`config.mk`:
```
export PLATFORM = sky130hd
export DESIGN_NAME = lidar_response_parser_core
export DESIGN_NICKNAME = d
export VERILOG_FILES = /design/src/hdl/lrp_pkg.sv /design/src/hdl/lrp_decoder.sv /design/src/hdl/lrp_out_queue.sv /design/src/hdl/lidar_response_parser_core.sv
export SDC_FILE = /design/constraint.sdc
export NUM_CORES = 1
export LEC_CHECK = 0
export BUFFER_PORTS_ARGS = -buffer_cell sky130_fd_sc_hd__buf_4
export CAP_MARGIN = 20
export CORE_MARGIN = 1
export CORE_UTILIZATION = 30
export DETAILED_ROUTE_END_ITERATION = 8
export SYNTH_ARGS = -nofsm -noshare
export SYNTH_HDL_FRONTEND = slang
export SYNTH_HIERARCHICAL = 1
export SYNTH_SLANG_ARGS = --single-unit
```
`constraint.sdc`:
```
create_clock -name clock -period 21 [get_ports clock]
set_clock_uncertainty 0.1 [all_clocks]
set_input_delay 1.05 -clock clock [delete_from_list [all_inputs] [get_ports clock]]
set_output_delay 1.05 -clock clock [all_outputs]
set_load 0.01 [all_outputs]
```
`src/hdl/lrp_pkg.sv`:
```
`default_nettype none
package lrp_pkg;

   // Input transaction commands
   localparam logic [1:0] CMD_BYTE    = 2'd0;
   localparam logic [1:0] CMD_EXPECT  = 2'd1;
   localparam logic [1:0] CMD_HALT    = 2'd2;
   localparam logic [1:0] CMD_TIMEOUT = 2'd3;

   // Awaited response kinds
   localparam logic [1:0] KIND_SCAN   = 2'd0;
   localparam logic [1:0] KIND_HEALTH = 2'd1;
   localparam logic [1:0] KIND_INFO   = 2'd2;

   // Result kinds
   localparam logic [1:0] RES_SCAN   = 2'd0;
   localparam logic [1:0] RES_HEALTH = 2'd1;
   localparam logic [1:0] RES_INFO   = 2'd2;
   localparam logic [1:0] RES_ERROR  = 2'd3;

   // Error status codes
   localparam logic [1:0] ERR_LENGTH  = 2'd0;
   localparam logic [1:0] ERR_TYPE    = 2'd1;
   localparam logic [1:0] ERR_TIMEOUT = 2'd2;

   // Health status saturates to unknown above error
   localparam logic [7:0] HEALTH_STATUS_MAX = 8'd2;
   localparam logic [1:0] HEALTH_UNKNOWN    = 2'd3;

   // Descriptor constants
   localparam logic [7:0]  SYNC_FIRST  = 8'hA5;
   localparam logic [7:0]  SYNC_SECOND = 8'h5A;
   localparam logic [7:0]  SCAN_TYPE   = 8'h81;
   localparam logic [29:0] HEALTH_LEN  = 30'd3;
   localparam logic [29:0] INFO_LEN    = 30'd20;

   // Byte positions (zero based) of the last byte of each section
   localparam logic [4:0] DESC_LAST   = 5'd4;
   localparam logic [4:0] HEALTH_LAST = 5'd2;
   localparam logic [4:0] INFO_LAST   = 5'd19;
   localparam logic [4:0] NODE_LAST   = 5'd4;

   localparam int STORE_DEPTH = 20;

   localparam int FRAME_COUNT_WIDTH_DEFAULT = 16;

   // One result transaction
   typedef struct packed {
      logic [1:0]  result_kind;
      logic [7:0]  quality;
      logic        new_scan;
      logic [14:0] angle_fine;
      logic [15:0] distance_fine;
      logic [15:0] frame_index;
      logic [1:0]  status_code;
      logic [15:0] health_fault;
      logic [31:0] device_ids;
      logic [63:0] serial_low;
      logic [63:0] serial_high;
   } result_type;

endpackage
`default_nettype wire

```
`src/hdl/lrp_decoder.sv`:
```
`default_nettype none
module lrp_decoder #(
   parameter int FRAME_COUNT_WIDTH = lrp_pkg::FRAME_COUNT_WIDTH_DEFAULT
) (
   input  wire logic               clock,
   input  wire logic               reset,
   input  wire logic               item_accept,
   input  wire logic [1:0]         command,
   input  wire logic [7:0]         rx_byte,
   input  wire logic [1:0]         expect_kind,
   output logic                    result_valid,
   output lrp_pkg::result_type     result
);

   typedef enum logic [5:0] {
      PH_IDLE    = 6'b000001,
      PH_SYNC1   = 6'b000010,
      PH_SYNC2   = 6'b000100,
      PH_DESC    = 6'b001000,
      PH_PAYLOAD = 6'b010000,
      PH_SCAN    = 6'b100000
   } phase_type;

   phase_type                    phase_ff, phase_in;
   logic [1:0]                   kind_ff, kind_in;
   logic [4:0]                   pos_ff, pos_in;
   logic [29:0]                  len_ff, len_in;
   logic [FRAME_COUNT_WIDTH-1:0] frame_ff, frame_in;
   logic                         has_pts_ff, has_pts_in;
   logic [7:0]                   store_ff [lrp_pkg::STORE_DEPTH];
   logic [7:0]                   store_in [lrp_pkg::STORE_DEPTH];
   logic                         store_wr;
   logic                         node_new;

   // Merge the incoming byte into the payload store
   always_comb begin
      for (int i = 0; i < lrp_pkg::STORE_DEPTH; i++) begin
         store_in[i] = (store_wr && pos_ff == 5'(i)) ? rx_byte : store_ff[i];
      end
   end

   assign node_new = store_in[0][1] & ~store_in[0][0];

   // Next state and result for one transaction
   always_comb begin
      phase_in     = phase_ff;
      kind_in      = kind_ff;
      pos_in       = pos_ff;
      len_in       = len_ff;
      frame_in     = frame_ff;
      has_pts_in   = has_pts_ff;
      store_wr     = 1'b0;
      result_valid = 1'b0;
      result       = '0;
      if (item_accept) begin
         case (command)
            lrp_pkg::CMD_EXPECT: begin
               if (expect_kind <= lrp_pkg::KIND_INFO) begin
                  kind_in    = expect_kind;
                  phase_in   = PH_SYNC1;
                  pos_in     = '0;
                  has_pts_in = 1'b0;
               end
            end
            lrp_pkg::CMD_HALT: begin
               phase_in   = PH_IDLE;
               pos_in     = '0;
               has_pts_in = 1'b0;
            end
            lrp_pkg::CMD_TIMEOUT: begin
               if (phase_ff == PH_SCAN) begin
                  // drop the partial node, keep streaming
                  pos_in = '0;
               end else if (phase_ff != PH_IDLE) begin
                  result_valid       = 1'b1;
                  result.result_kind = lrp_pkg::RES_ERROR;
                  result.status_code = lrp_pkg::ERR_TIMEOUT;
                  phase_in           = PH_IDLE;
                  pos_in             = '0;
               end
            end
            default: begin
               case (phase_ff)
                  PH_SYNC1: begin
                     if (rx_byte == lrp_pkg::SYNC_FIRST) begin
                        phase_in = PH_SYNC2;
                     end
                  end
                  PH_SYNC2: begin
                     if (rx_byte == lrp_pkg::SYNC_SECOND) begin
                        phase_in = PH_DESC;
                        pos_in   = '0;
                        len_in   = '0;
                     end else if (rx_byte != lrp_pkg::SYNC_FIRST) begin
                        phase_in = PH_SYNC1;
                     end
                  end
                  PH_DESC: begin
                     // gather the little-endian length, then on the type byte check the type (scan) or the length
                     case (pos_ff[2:0])
                        3'd0: len_in[7:0]   = rx_byte;
                        3'd1: len_in[15:8]  = rx_byte;
                        3'd2: len_in[23:16] = rx_byte;
                        3'd3: len_in[29:24] = rx_byte[5:0];
                        default: ;
                     endcase
                     pos_in = pos_ff + 5'd1;
                     if (pos_ff == lrp_pkg::DESC_LAST) begin
                        pos_in = '0;
                        if (kind_ff == lrp_pkg::KIND_SCAN) begin
                           if (rx_byte != lrp_pkg::SCAN_TYPE) begin
                              result_valid       = 1'b1;
                              result.result_kind = lrp_pkg::RES_ERROR;
                              result.status_code = lrp_pkg::ERR_TYPE;
                              phase_in           = PH_IDLE;
                           end else begin
                              phase_in = PH_SCAN;
                           end
                        end else if ((kind_ff == lrp_pkg::KIND_HEALTH &&
                                      len_ff != lrp_pkg::HEALTH_LEN) ||
                                     (kind_ff != lrp_pkg::KIND_HEALTH &&
                                      len_ff != lrp_pkg::INFO_LEN)) begin
                           result_valid       = 1'b1;
                           result.result_kind = lrp_pkg::RES_ERROR;
                           result.status_code = lrp_pkg::ERR_LENGTH;
                           phase_in           = PH_IDLE;
                        end else begin
                           phase_in = PH_PAYLOAD;
                        end
                     end
                  end
                  PH_PAYLOAD: begin
                     store_wr = 1'b1;
                     pos_in   = pos_ff + 5'd1;
                     if (kind_ff == lrp_pkg::KIND_HEALTH) begin
                        if (pos_ff == lrp_pkg::HEALTH_LAST) begin
                           result_valid        = 1'b1;
                           result.result_kind  = lrp_pkg::RES_HEALTH;
                           result.status_code  =
                              (store_in[0] > lrp_pkg::HEALTH_STATUS_MAX) ?
                              lrp_pkg::HEALTH_UNKNOWN : store_in[0][1:0];
                           result.health_fault = {store_in[2], store_in[1]};
                           phase_in            = PH_IDLE;
                           pos_in              = '0;
                        end
                     end else if (pos_ff == lrp_pkg::INFO_LAST) begin
                        result_valid       = 1'b1;
                        result.result_kind = lrp_pkg::RES_INFO;
                        for (int i = 0; i < 4; i++) begin
                           result.device_ids[8*i +: 8] = store_in[i];
                        end
                        for (int i = 0; i < 8; i++) begin
                           result.serial_low[8*i +: 8]  = store_in[4 + i];
                           result.serial_high[8*i +: 8] = store_in[12 + i];
                        end
                        phase_in = PH_IDLE;
                        pos_in   = '0;
                     end
                  end
                  PH_SCAN: begin
                     store_wr = 1'b1;
                     pos_in   = pos_ff + 5'd1;
                     if (pos_ff == lrp_pkg::NODE_LAST) begin
                        pos_in = '0;
                        // a new-scan node closes a frame that holds points
                        if (node_new && has_pts_ff) begin
                           frame_in = frame_ff + FRAME_COUNT_WIDTH'(1);
                        end
                        has_pts_in           = 1'b1;
                        result_valid         = 1'b1;
                        result.result_kind   = lrp_pkg::RES_SCAN;
                        result.quality       = {store_in[0][7:2], 2'b00};
                        result.new_scan      = node_new;
                        result.angle_fine    = {store_in[2], store_in[1][7:1]};
                        result.distance_fine = {store_in[4], store_in[3]};
                        result.frame_index   = 16'(frame_in);
                     end
                  end
                  default: ;
               endcase
            end
         endcase
      end
   end

   // Control state
   always_ff @(posedge clock) begin
      if (reset) begin
         phase_ff   <= PH_IDLE;
         kind_ff    <= lrp_pkg::KIND_SCAN;
         pos_ff     <= '0;
         len_ff     <= '0;
         frame_ff   <= '0;
         has_pts_ff <= 1'b0;
      end else begin
         phase_ff   <= phase_in;
         kind_ff    <= kind_in;
         pos_ff     <= pos_in;
         len_ff     <= len_in;
         frame_ff   <= frame_in;
         has_pts_ff <= has_pts_in;
      end
   end

   // Payload bytes
   always_ff @(posedge clock) begin
      for (int i = 0; i < lrp_pkg::STORE_DEPTH; i++) begin
         store_ff[i] <= store_in[i];
      end
   end

endmodule
`default_nettype wire

```
`src/hdl/lrp_out_queue.sv`:
```
`default_nettype none
module lrp_out_queue (
   input  wire logic                clock,
   input  wire logic                reset,
   input  wire logic                push,
   input  wire lrp_pkg::result_type push_data,
   output logic                     has_room,
   output logic                     pop_valid,
   input  wire logic                pop_ready,
   output lrp_pkg::result_type      pop_data
);

   lrp_pkg::result_type head_ff, head_in;
   lrp_pkg::result_type tail_ff, tail_in;
   logic [1:0]          count_ff, count_in;
   logic                pop;

   assign has_room  = (count_ff != 2'd2);
   assign pop_valid = (count_ff != 2'd0);
   assign pop_data  = head_ff;
   assign pop       = pop_valid & pop_ready;

   // Shift out on a taken transaction, append a new result behind
   always_comb begin
      head_in  = head_ff;
      tail_in  = tail_ff;
      count_in = count_ff;
      case ({push, pop})
         2'b11: begin
            if (count_ff == 2'd1) begin
               head_in = push_data;
            end else begin
               head_in = tail_ff;
               tail_in = push_data;
            end
         end
         2'b01: begin
            head_in  = tail_ff;
            count_in = count_ff - 2'd1;
         end
         2'b10: begin
            if (count_ff == 2'd0) begin
               head_in = push_data;
            end else begin
               tail_in = push_data;
            end
            count_in = count_ff + 2'd1;
         end
         default: ;
      endcase
   end

   always_ff @(posedge clock) begin
      if (reset) begin
         count_ff <= '0;
      end else begin
         count_ff <= count_in;
      end
   end

   always_ff @(posedge clock) begin
      head_ff <= head_in;
      tail_ff <= tail_in;
   end

endmodule
`default_nettype wire

```
`src/hdl/lidar_response_parser_core.sv`:
```
// Each result transaction is registered in the result queue and leaves on rsp in order.
// Throughput: one request transaction per cycle while the queue has room; each byte is decoded in the accept cycle.
// A two-entry result queue keeps req_tready high while one result waits on rsp_tready.
// Reset (synchronous, active high) returns to idle, frame number zero, result queue empty.
`default_nettype none
module lidar_response_parser_core #(
   parameter int FRAME_COUNT_WIDTH = lrp_pkg::FRAME_COUNT_WIDTH_DEFAULT
) (
   input  wire logic         clock,
   input  wire logic         reset,
   input  wire logic         req_tvalid,
   output logic              req_tready,
   input  wire logic [15:0]  req_tdata,  // rx_byte[7:0], expect_kind[9:8], zero[15:10]
   input  wire logic [1:0]   req_tuser,  // command[1:0]
   output logic              rsp_tvalid,
   input  wire logic         rsp_tready,
   output logic [239:0]      rsp_tdata,  // quality[7:0], new_scan[8], angle_fine[23:9],
                                         // distance_fine[39:24], frame_index[55:40],
                                         // status_code[57:56], health_fault[73:58],
                                         // device_ids[105:74], serial_low[169:106],
                                         // serial_high[233:170], zero[239:234]
   output logic [1:0]        rsp_tuser   // result_kind[1:0]
);

   logic                item_accept;
   logic                result_valid;
   lrp_pkg::result_type result;
   lrp_pkg::result_type head;

   assign item_accept = req_tvalid & req_tready;

   lrp_decoder #(
      .FRAME_COUNT_WIDTH(FRAME_COUNT_WIDTH)
   ) u_decoder (
      .clock        (clock),
      .reset        (reset),
      .item_accept  (item_accept),
      .command      (req_tuser),
      .rx_byte      (req_tdata[7:0]),
      .expect_kind  (req_tdata[9:8]),
      .result_valid (result_valid),
      .result       (result)
   );

   lrp_out_queue u_out_queue (
      .clock     (clock),
      .reset     (reset),
      .push      (item_accept & result_valid),
      .push_data (result),
      .has_room  (req_tready),
      .pop_valid (rsp_tvalid),
      .pop_ready (rsp_tready),
      .pop_data  (head)
   );

   // Pack the result fields onto the stream
   assign rsp_tuser = head.result_kind;
   assign rsp_tdata = {6'd0, head.serial_high, head.serial_low, head.device_ids,
                       head.health_fault, head.status_code, head.frame_index,
                       head.distance_fine, head.angle_fine, head.new_scan, head.quality};

endmodule
`default_nettype wire
```
# == After elaboration in Yosys (flattened, before gate mapping) ==
# Memories as Yosys holds them, arrays and structs flattened.
# Cells that the tools add are included.
# totals
wordCells,268
mem_bits_ro,0
mem_count,1
latchBits,0
regBits,534
ramBits,160
# memory_table
name,depth,word_bits,read_ports,rd_ports_with_merged_regs,wr,line,source
u_decoder.store_ff,20,8,20,0,20,lrp_decoder.sv:30,logic [7:0] store_ff [lrp_pkg::STORE_DEPTH];
# classes
bitwise,7
n_addsub,4
multipliers,0
eq_ne,62
n_shift,0
reduce_logical,52
order_cmp,2
mux,108
n_div,0
# ops
operator,count
236-bit 2-to-1 mux,5
236-bit one-hot mux with 3 select lines,1
236-bit one-hot mux with 2 select lines,1
176-bit 2-to-1 mux,2
160-bit 2-to-1 mux,2
8-bit 2-to-1 mux,23
56-bit 2-to-1 mux,3
6-bit 2-to-1 mux,13
30-bit one-hot mux with 2 select lines,1
5-bit 2-to-1 mux,9
5-bit by 4-bit equality test with 1-bit output (second input constant),8
18-bit 2-to-1 mux,2
30-bit 2-to-1 mux,1
30-bit by 2-bit != test with 1-bit output (second input constant),1
30-bit by 5-bit != test with 1-bit output (second input constant),1
5-bit one-hot mux with 3 select lines,2
5-bit AND reduction,6
2-bit 2-to-1 mux,12
6-bit one-hot mux with 4 select lines,1
1-bit logical AND,23
5-bit by 3-bit equality test with 1-bit output (second input constant),4
5-bit equality test (second input constant),4
1-bit 2-to-1 mux,20
6-bit by 1-bit != test with 1-bit output (second input constant),3
47 further kinds,87

# == Logic depth before layout (Yosys ltp) ==
# depth
depth_word,17
ltp_mapped,15
depth_no_buf,13

# == Modules after synthesis ==
# The synthesis kept the hierarchy.
# modules_own_cells
mod,cells_per_inst,area_per_inst_um2,seq_area_each_um2,instances
lrp_out_queue,1340,21125.3,14213.6,1
lrp_decoder,1104,10208.5,4404.2,1
lidar_response_parser_core,9,61.3,0.0,1

# == Least setup slack after synthesis ==
# No wires, ideal clock.
# synth_timing
kind,input to register
start,input req_tuser[0]
end,"register u_out_queue.head_ff, in the netlist u_out_queue/pop_data[0] (enable)"
path_stages,8
setup_ns,1.159
required_ns,19.741
t_arrival_ns,18.641
path_buffers,1
setup_slack_ns,1.100
path_cell_list,inv_1 -> ha_1 -> clkbuf_1 -> o21ai_0 -> a31oi_1 -> and3_1 -> inv_1 -> o21ai_0
# synth_between
elab_chain_cells,8
elab_cells_between_ends,13
cone_classes,eq/ne (7); mux (2); bitwise (1); reduce/logical (3)
# synth_lines
element,line,source
start: declaration,lidar_response_parser_core.sv:14,"input wire logic [1:0] req_tuser,"
2-bit by 1-bit equality test with 1-bit output / 2-bit equality test (equally long branches),lrp_decoder.sv:56,case (command)
2-bit OR reduction (no line),n/a,
1-bit one-hot mux with 2 select lines (*),lrp_decoder.sv:56,
1-bit 2-to-1 mux (*),lrp_decoder.sv:55,if (item_accept) begin
via result_valid,lidar_response_parser_core.sv:26,logic result_valid;
1-bit bitwise AND (*),lidar_response_parser_core.sv:48,".push (item_accept & result_valid),"
2-bit equality test / 2-bit by 1-bit equality test with 1-bit output (equally long branches),lrp_out_queue.sv:28,"case ({push, pop})"
2-bit by 1-bit != test with 1-bit output (no line) / 3-bit nonzero test (equally long branches),n/a,
2-bit AND reduction (no line) (*),n/a,
end signal: assignment,lrp_out_queue.sv:62,head_ff <= head_in;
end: declaration,lrp_out_queue.sv:13,"lrp_pkg::result_type head_ff, head_in;"
# Mark *: on every way through the listed nets, which the timed path passes. The rest lies on a longest branch.
# A chain may end at the register's enable or synchronous reset.

==> results.ini <==
[run_status]
status=finished, final reports clean

[placed_design]
placement.setup.worst_slack_ns=13.93
port-buffer-count=253
gp_congestion=0.7884
hpwl_um=49270

[setup_path]
cpPeakStageDelay_ns=0.83
cp_common_cell=buf_4
crit_buf_inv=4
end_kind=register
cp-startpoint=u_decoder/phase_ff[3]
crit_path_end=u_out_queue/pop_data[118]
path_class=reg -> reg
r2r_slack_ns=14.30
reg2reg_to=u_out_queue/pop_data[118]
crit_required_ns=21.22
r2r_cells=12
crit_path_cell_trace=nor4b_2 -> nand2_1 -> a211o_1 -> o21a_1 -> a31oi_1 -> and3_1 -> inv_1 -> ha_4 -> buf_4 -> buf_4 -> buf_4 -> a21oi_1
worstPathMaxFanout=88
crit-reg2reg-launch=u_decoder/phase_ff[3]
worstSetupStartpointType=register
critical-path-top-delay-family=buffers and inverters
critical_path_depth=12
arrival_ns=6.92
critPathSlowestCell=nor4b_2

[clock_network]
ctsHoldBuffers=0
cts-root-buf=clkbuf_16
cts_resized=0
clk_path_buf_depth=3
clkTransAtPathRegs_ns=0.06
htree_levels=3
cts_setup_buffers=0
cts_buffers=82
numClockSinks=694
cts_tree=done
clk_latency_ns=0.64

[synthesis]
synth_area_um2=31400
synth_top_area_share_pct=45.15
syn_inst=2453
synth_common_cells=edfxtp_1 (472), mux2i_1 (309), a21oi_1 (252), a221oi_1 (238), dfxtp_1 (222)
synth_enable_flop_cells=472
synth_flop_cell=edfxtp_1
synth_top_cells_by_area=edfxtp_1 (45%), dfxtp_1 (14%), mux2i_1 (9.9%)
syn_avg_cell_area_um2=12.80
ys_seq_area_share_pct=59.30
synth_top_cell_by_area=edfxtp_1
ys_ff_latch=694
synth_cell_types=66
synth-async-reset-ratio_pct=0
yosysMostFrequentCell=edfxtp_1
yosysWarnings=6

[sta]
slew_headroom_pct=19.92
max_freq_mhz=149.3
final-setup-viol-count=0
timing.final.crit_share_pct=31.90
fin_crit_ns=6.700
fin_tns_setup_ns=0
layout_setup_ws_ns=14.30
finalHoldViolations=0
worst_slew_pin_slew_ns=1.201
rsz0062_at_grt=false
slew_violations=0

[power]
power_density_nw_per_um2=111.7
ir_worst_vdd_v=0.00007673
p_leak_uw=0.01294

[layout]
drive_above_1_share_pct=20.39
syn2layout_area_growth_pct=16.54
multi_input_area_um2=11180
nFillCells=10163
seq_area_um2=18620
final_nets=2649
fin_util_pct=35.30

[detailed_routing]
dr_total_vias=20763
drc_errors=0
wl_met3_um=5329
ant_nets=0
wirelength_met1_um=38920
avgRoutedWirePerCell_um=20.89
dr_wl_met2_um=38840
highest_layer=met4
dr.pass1.iters=6
vias_per_cell=5.114
wl_um=84800
drtIter0Drc=1664

[global_route]
first_global_vias=19853
grt_max_degree=157
grt.overflow.total=0
antenna_found_initial=2
grt_util_all_layers_pct=15.48
grt_pass1_wl_um=126400

[floorplanning]
fp.dieW_um=325.5
ios=266
die_h_um=325.5
start_util_pct=30.29
rows=118
dieArea_um2=105900
core_area_um2=103600

[job]
drv_cap=0

[worst_hold_path]
hold_class=reg -> reg
min_from=u_decoder/store_ff[1][9]

routing by layer:
| layer | up-vias | track usage [%] |
|---|---|---|
| li1 | 9688 | - |
| met1 | 10381 | 21.52 |
| met2 | 581 | 23.98 |
| met3 | 113 | 3.543 |
| met4 | 0 | 4.358 |
| met5 | - | 0 |
power breakdown:
group	internal (µW)	leakage [µW]	switching (µW)
sequential	1680	0.00642	66.1
combinational	348	0.00521	564
clock	847	0.00132	580
total	2880	0.0129	1210
cell type report:
| type | instances | share of cell area, % |
|---|---|---|
| diodes | 2 | 0.01368 |
| clock buffers | 112 | 6.193 |
| clock inverters | 41 | 1.180 |
| inverters | 59 | 0.6053 |
| multi-input cells | 1490 | 30.55 |
| flip-flops and latches | 694 | 50.88 |
| well taps | 1380 | 4.719 |
| repair buffers | 282 | 5.854 |
logic make-up after synthesis:
group	synth area share (%)
compound gates	11.53
flops	59.30
simple gates	7.823
fa+ha+maj	0.7174
xor+xnor	0.9206
buf+inv	5.420
other cells	0.02392
mux	14.26
sequential cells by signal (all words and copies together) (netlist names), 2 cells and up:
| name | flops |
|---|---|
| u_decoder/phase_ff | 6 |
| u_out_queue/count_ff | 2 |
| u_decoder/kind_ff | 2 |
| u_decoder/store_ff | 160 |
| u_out_queue/tail_ff | 236 |
| u_decoder/pos_ff | 5 |
| u_decoder/frame_ff | 16 |
| u_out_queue/pop_data | 236 |
| u_decoder/len_ff | 30 |
worst min-delay path by stage:
stage,endpoint,slack [ns],cells after the start
after floorplan,u_decoder/store_ff[1][10],0.34,1
after global placement,u_decoder/store_ff[2][22],0.35,1
after detailed placement,u_decoder/store_ff[2][26],0.35,1
after CTS,u_decoder/store_ff[4][14],0.37,1
after global routing,u_decoder/store_ff[3][29],0.38,1
final,u_decoder/store_ff[1][9],0.37,1
cell usage in the layout, fill, tap and decap left out, types with 12 or more instances in the layout:
cell type and n:
nor2_1 177, edfxtp_1 472, xnor2_1 30, and3_1 18, nand4_1 12, clkbuf_1 21
mux2i_1 309, nor3_1 17, clkinv_2 12, nand2_1 38, mux2_2 123, inv_1 59
ha_1 15, nor2b_1 133, a21oi_1 251, a221oi_1 238, nor4_1 20, buf_4 280
dfxtp_1 222, clkbuf_16 83
through the flow:
stage	hold WS, ns	power, µW	instance area, µm²	instances
floorplan	0.3437	2498	31420	2459
global placement	0.3493	2695	33890	3905
CTS	0.3675	4149	36580	4058
global route	0.3766	4275	36580	4058
finish	0.3670	4087	36590	4060
detailed placement	0.3535	2698	33890	3905
No activity file was read; power rests on OpenSTA's default activity.
